### config.mk
export PLATFORM = sky130hd
export DESIGN_NAME = gtfe_control
export DESIGN_NICKNAME = d
export VERILOG_FILES = /design/src/rtl/gtfe_pkg.sv /design/src/rtl/gtfe_control.sv
export SDC_FILE = /design/constraint.sdc
export NUM_CORES = 1
export LEC_CHECK = 0
export ABC_AREA = 1
export BUFFER_PORTS_ARGS = -buffer_cell sky130_fd_sc_hd__buf_2
export CORE_MARGIN = 4
export CORE_UTILIZATION = 42
export DETAILED_ROUTE_END_ITERATION = 10
export PLACE_DENSITY = 0.85
export SYNTH_ARGS = -nofsm -noshare
export SYNTH_HDL_FRONTEND = slang
export SYNTH_SLANG_ARGS = --single-unit
### constraint.sdc
create_clock -name clock -period 1.7 [get_ports clock]
set_clock_uncertainty 0.05 [all_clocks]
set_input_delay 0.255 -clock clock [delete_from_list [all_inputs] [get_ports clock]]
set_output_delay 0.255 -clock clock [all_outputs]
set_load 0.05 [all_outputs]
### src/rtl/gtfe_pkg.sv
// gtfe_pkg: shared types and constants of the glyph text framebuffer engine.
// No dependencies; used by gtfe_control, gtfe_datapath and the core by scoped name.
package gtfe_pkg;

   typedef enum logic [2:0] {
      FUNC_LOAD      = 3'd0,
      FUNC_DRAW      = 3'd1,
      FUNC_CLEAR     = 3'd2,
      FUNC_READ      = 3'd3,
      FUNC_ROT_DOWN  = 3'd4,
      FUNC_ROT_UP    = 3'd5,
      FUNC_ROT_RIGHT = 3'd6,
      FUNC_ROT_LEFT  = 3'd7
   } func_type;

   localparam logic [1:0] LINE_ONE   = 2'd1;
   localparam logic [1:0] LINE_TWO   = 2'd2;
   localparam logic [7:0] SPACE_CODE = 8'd32;
   localparam logic [7:0] FIRST_CODE = 8'd32;
   localparam logic [7:0] LAST_CODE  = 8'd126;
   localparam int PAGE_COUNT = 4;
   localparam logic [1:0] LAST_PAGE = 2'd3;

   typedef struct packed {
      func_type    func;
      logic [11:0] addr;
      logic [7:0]  data;
      logic [1:0]  line_select;
      logic [7:0]  symbol;
   } req_type;

   typedef struct packed {
      logic [7:0] read_data;
      logic       full_res;
      logic       ignored;
   } rsp_type;

   typedef struct packed {
      logic latch_req;
      logic init_step;
      logic red_start;
      logic red_step;
      logic font_wr;
      logic frame_rd;
      logic clear_cursors;
      logic draw_select;
      logic set_full;
      logic width_rd;
      logic width_cap;
      logic col_hi;
      logic col_lo;
      logic col_wr;
      logic clip;
      logic finish;
      logic rot_start;
      logic rot_step;
      logic rot_flip;
      logic set_ignored;
      logic rsp_load;
   } cmd_type;

   typedef struct packed {
      func_type func;
      logic     full;
      logic     over_end;
      logic     lead_space;
      logic     bad_code;
      logic     red_done;
      logic     cols_done;
      logic     clip_hit;
      logic     rot_last;
      logic     init_last;
   } status_type;

endpackage

### src/rtl/gtfe_control.sv
// gtfe_control: transaction sequencer of the glyph engine.
// Depends on gtfe_pkg; drives gtfe_datapath through cmd_type / status_type.
module gtfe_control (
   input  logic                   clock,
   input  logic                   reset,
   input  logic                   req_valid,
   output logic                   req_ready,
   output logic                   rsp_valid,
   input  logic                   rsp_ready,
   input  gtfe_pkg::status_type   status,
   output gtfe_pkg::cmd_type      cmd
);

   typedef enum logic [3:0] {
      S_INIT, S_IDLE, S_DECODE, S_LRED, S_RRED, S_RWAIT, S_DCHK, S_GRED,
      S_WWAIT, S_CCHK, S_CHI, S_CLO, S_ROT, S_ROTEND, S_DONE
   } state_type;

   state_type state_ff, state_in;
   logic      rsp_valid_ff, rsp_valid_in;

   always_comb begin
      cmd          = '0;
      state_in     = state_ff;
      rsp_valid_in = rsp_valid_ff && !rsp_ready;
      case (state_ff)
         S_INIT: begin
            cmd.init_step = 1'b1;
            if (status.init_last) begin
               state_in = S_IDLE;
            end
         end
         S_IDLE: begin
            if (req_valid) begin
               cmd.latch_req = 1'b1;
               state_in      = S_DECODE;
            end
         end
         S_DECODE: begin
            case (status.func)
               gtfe_pkg::FUNC_LOAD: begin
                  cmd.red_start = 1'b1;
                  state_in      = S_LRED;
               end
               gtfe_pkg::FUNC_READ: begin
                  cmd.red_start = 1'b1;
                  state_in      = S_RRED;
               end
               gtfe_pkg::FUNC_CLEAR: begin
                  cmd.clear_cursors = 1'b1;
                  state_in          = S_DONE;
               end
               gtfe_pkg::FUNC_DRAW: begin
                  if (status.full) begin
                     cmd.set_ignored = 1'b1;
                     state_in        = S_DONE;
                  end else begin
                     cmd.draw_select = 1'b1;
                     state_in        = S_DCHK;
                  end
               end
               default: begin
                  cmd.rot_start = 1'b1;
                  state_in      = S_ROT;
               end
            endcase
         end
         S_LRED: begin
            if (status.red_done) begin
               cmd.font_wr = 1'b1;
               state_in    = S_DONE;
            end else begin
               cmd.red_step = 1'b1;
            end
         end
         S_RRED: begin
            if (status.red_done) begin
               cmd.frame_rd = 1'b1;
               state_in     = S_RWAIT;
            end else begin
               cmd.red_step = 1'b1;
            end
         end
         S_RWAIT: begin
            state_in = S_DONE;
         end
         S_DCHK: begin
            if (status.over_end) begin
               cmd.set_full    = 1'b1;
               cmd.set_ignored = 1'b1;
               state_in        = S_DONE;
            end else if (status.lead_space || status.bad_code) begin
               cmd.set_ignored = 1'b1;
               state_in        = S_DONE;
            end else begin
               cmd.red_start = 1'b1;
               state_in      = S_GRED;
            end
         end
         S_GRED: begin
            if (status.red_done) begin
               cmd.width_rd = 1'b1;
               state_in     = S_WWAIT;
            end else begin
               cmd.red_step = 1'b1;
            end
         end
         S_WWAIT: begin
            cmd.width_cap = 1'b1;
            state_in      = S_CCHK;
         end
         S_CCHK: begin
            if (status.cols_done) begin
               cmd.finish = 1'b1;
               state_in   = S_DONE;
            end else if (status.clip_hit) begin
               cmd.clip = 1'b1;
               state_in = S_DONE;
            end else begin
               cmd.col_hi = 1'b1;
               state_in   = S_CHI;
            end
         end
         S_CHI: begin
            cmd.col_lo = 1'b1;
            state_in   = S_CLO;
         end
         S_CLO: begin
            cmd.col_wr = 1'b1;
            state_in   = S_CCHK;
         end
         S_ROT: begin
            cmd.rot_step = 1'b1;
            if (status.rot_last) begin
               state_in = S_ROTEND;
            end
         end
         S_ROTEND: begin
            cmd.rot_flip = 1'b1;
            state_in     = S_DONE;
         end
         S_DONE: begin
            if (!rsp_valid_ff || rsp_ready) begin
               cmd.rsp_load = 1'b1;
               rsp_valid_in = 1'b1;
               state_in     = S_IDLE;
            end
         end
         default: begin
            state_in = S_IDLE;
         end
      endcase
   end

   always_ff @(posedge clock) begin
      if (reset) begin
         state_ff     <= S_INIT;
         rsp_valid_ff <= 1'b0;
      end else begin
         state_ff     <= state_in;
         rsp_valid_ff <= rsp_valid_in;
      end
   end

   assign req_ready = (state_ff == S_IDLE);
   assign rsp_valid = rsp_valid_ff;

endmodule

---- Yosys cells after proc, flatten, opt, wreduce, memory -nomap -nowiden ----
Index checks and enable logic that the tools add are counted.
operators by class
  equality and inequality tests ........... 24
  multiplexer cells ....................... 56
  reduce and logical (&&, ||, !) cells .... 13
operators with widths
  operator              number
  $pmux W4 S13          1
  $mux W4               11
  $mux W1               38
  $eq A4 B4 Y1 const B  7
  $eq A4 B3 Y1 const B  4
  $pmux W4 S4           1
  $ne A2 B2 Y1 const B  7
  $eq A4 B2 Y1 const B  2
  $reduce_and A7 Y1     1
  $eq A3 B2 Y1 const B  2
  $reduce_or A2 Y1      3
  $eq A4 B1 Y1 const B  1
  $logic_not A4 Y1      1
  $mux W2               2
  $pmux W1 S2           2
  $reduce_or A4 Y1      1
  $eq A3 B1 Y1 const B  1
  $logic_not A3 Y1      1
  $mux W3               1
  $reduce_or A3 Y1      1
  $logic_not A1 Y1      2
  $logic_or A1 B1 Y1    2
  $logic_and A1 B1 Y1   1
word-level totals
  flip-flop bits (word level) ............. 5
  logic and storage cells ................. 95
  input bits .............................. 16
  output and inout bits ................... 23

---- Depth between registers and ports, before layout ----
  word-level depth ........................ 4
  gate-level depth with buffers ........... 9
  depth with buffers taken out ............ 9

---- Worst setup path after synthesis ----
Ideal clock, no wire load.
  path type ............................... reg-to-output
  start ................................... register state_ff[1]
  end ..................................... output cmd[14] (netlist bit)
  arrival ................................. 2.147 ns
  slack ................................... -0.752 ns
  stages on the path, launching flop included .. 5
  required time ........................... 1.395 ns
  cells stage by stage .................... dfxtp_1 -> nand2_2 -> clkinv_2 -> nand2_4 -> nor4_1
RTL lines
  item                      RTL line             source
  start: declaration        gtfe_control.sv:19   state_type state_ff, state_in;
  start signal: assignment  gtfe_control.sv:160  state_ff <= state_in;
  end: declaration          gtfe_control.sv:11   output gtfe_pkg::cmd_type cmd

==> results.py <==
metrics = {
    "worst_setup_path": {
        "criticalPathCategory": "flip-flop to primary output",
        "r2r_cells": 10,
        "cp-endpoint": "cmd[0]",
        "reg2reg_from": "state_ff[0]",
        "r2r_slack_ps": 130,
        "reg2reg_to": "state_ff[2]",
        "cp-startpoint": "state_ff[0]",
        "crit_arrival_ps": 1400,
        "end_kind": "primary output",
        "path_max_fanout": 4,
        "crit_required_ps": 1390,
        "startpoint_type": "flip-flop",
    },
    "cts": {
        "clockBufferDepth": 2,
        "path_clk_slew_ps": 50,
        "clkLatencyLatePin_ps": 250,
        "cts_max_level": 1,
        "cts_tree": "yes",
        "cts_hold_buffers": 0,
        "cts.sinks": 5,
        "clk_root_buffer_cell": "clkbuf_4",
        "cts_buffers": 3,
    },
    "floorplanning": {
        "std_cell_rows": 13,
        "core_mm2": 0.00137,
        "start_util_pct": 47.3,
        "die_y_um": 47.2,
        "die-area_mm2": 0.00223,
        "ios": 39,
        "dieWidth_um": 47.2,
    },
    "place": {
        "place.gp.congestion": 0.862,
        "dp_hpwl_um": 1740,
        "dp_slack_ps": 100,
        "dpl_cell_area_um2": 893,
        "dp.cells": 184,
        "portBuffers": 38,
    },
    "timing": {
        "period_needed_ps": 1700,
        "setup_viol": 1,
        "worst_slack_ps": -1.02,
        "max_slew.worst_pin.slew_ps": 255,
        "drv_slew": 0,
        "slew_headroom_pct": 82.9,
        "hold_viol_final": 0,
        "rsz0062_at_grt": "yes",
        "min_period_over_period_pct": 100,
        "fmax_mhz": 588,
    },
    "final_layout": {
        "drive_gt1_share_pct": 43.8,
        "layoutNonFillerInstCount": 191,
        "syn_to_final_growth_pct": 64.7,
        "final_cell_mix": "nand2_1, buf_2, nor2_1, inv_1",
        "finalNetCount": 193,
        "stdcell_area_mm2": 0.00106,
        "final_common_cell": "nand2_1",
        "postLayoutCoreUtil_pct": 77.8,
        "antenna_cells": 0,
    },
    "power_and_ir_drop": {
        "peakVddDrop_v": 0.000777,
        "swShare_pct": 61.5,
        "power_density_mw_per_mm2": 1430,
        "p_leak_nw": 0.624,
        "p_int_w": 0.000585,
        "seq_power_share_pct": 17.8,
        "pwr-share-comb_pct": 72.7,
        "p_sw_w": 0.000934,
        "pwr-share-clk_pct": 9.5,
        "p_total_w": 0.00152,
    },
    "drt": {
        "drt_iter0_drc": 44,
        "viasPerCell": 5.22,
        "drtPass1Iterations": 4,
        "drcViolationCount": 0,
        "routed_wl_um": 2410,
        "wire_per_inst_um": 12.6,
        "num_vias": 997,
        "antenna_left": 0,
    },
    "global_routing": {
        "grtUsageTotal_pct": 20.5,
        "grt_max_degree": 8,
        "grt-ovfl-total": 0,
        "grt_pass1_vias": 848,
        "antenna_found_initial": 0,
        "grt_first_pass_wirelength_um": 3360,
    },
    "synth": {
        "syn_area_per_cell_um2": 4.97,
        "synth_nets": 146,
        "ys_types": 17,
        "synth-seq-cells": 5,
        "syn_inst": 130,
        "yosysWarnings": 0,
        "ys_seq_area_share_pct": 15.5,
        "netlist_area_um2": 646,
    },
    "status": {
        "violations": "setup timing",
        "status": "finished, violations left",
    },
    "min_path": {
        "hp-class": "primary input to flip-flop",
    },
    "run": {
        "max_cap_violations": 0,
    },
}
cell families (layout without fill, tap and decap cells):
logic type	after synthesis	after routing	share of synthesized area, %
AND/OR/NAND/NOR	93	93	64.1
AO/OA/AOI/OAI	8	8	6.20
flip-flops	5	5	15.5
buffers and inverters	24	70	14.1
stage by stage:
stage / TNS, ps / hold slack, ps
2_1_floorplan: -197 / 274
3_3_place_gp: 0 / 426
3_5_place_dp: 0 / 436
4_1_cts: -71.8 / 168
5_1_grt: -215 / 189
6_report: -1.02 / 189
synth_stat cells, drive strengths merged:
master	instances	area [um2]
clkinv	2	8.75
nor2	32	140
nand3b	1	7.51
dfxtp	5	100
nand3	9	45.0
nor4	1	6.26
nand2	43	179
inv	22	82.6
a21oi	7	35.0
nor3	6	30.0
or2	1	6.26
o21ai	1	5.00
per-layer routing:
metal	global-route usage, %	vias to the layer above	share of wire (%)
li1	-	487	-
met1	22.8	443	36
met2	40.4	63	54
met3	3.83	4	9.9
met4	2.76	0	0.79
met5	0	-	0
timing repair:
item / CTS / global route
setup buffers: 1 / 2
pin swaps: 1 / 2
setup endpoints to repair: 18 / 19
resized for setup: 16 / 26
area by class of cell:
class / count / area (um2)
inverter: 24 / 95.1
sequential: 5 / 115
tap: 15 / 18.8
multi-input combinational: 101 / 534
fill: 117 / 303
timing repair buffer: 42 / 274
clock buffer: 4 / 26.3
power groups by stage:
stage	logic (W)	clock network, W	registers [W]
floorplan	0.000741	0	0.000206
global placement	0.000938	0	0.000214
detailed placement	0.000956	0	0.000217
CTS	0.000990	0.000149	0.000227
global route	0.00118	0.000155	0.000277
finish	0.00111	0.000144	0.000270
flip-flops by register name, indices dropped and copies added (netlist names):
signal and flops:
state_ff 4, rsp_valid 1
worst max-delay path, stage by stage (launching register included):
cell	delay, ps
dfxtp_4	370
inv_2	130
nand2_4	100
buf_4	150
nor3_2	150
clkbuf_4	250
worst min path at each step:
stage,start,to,slack [ps],cells after the start
after floorplan,reset,state_ff[0],270,1
final,reset,state_ff[3],190,2
after global routing,reset,state_ff[0],190,2
after CTS,reset,state_ff[3],170,2
after detailed placement,reset,state_ff[3],440,2
after global placement,reset,state_ff[2],430,2
Note: power is estimated with default switching activity, not from simulation.
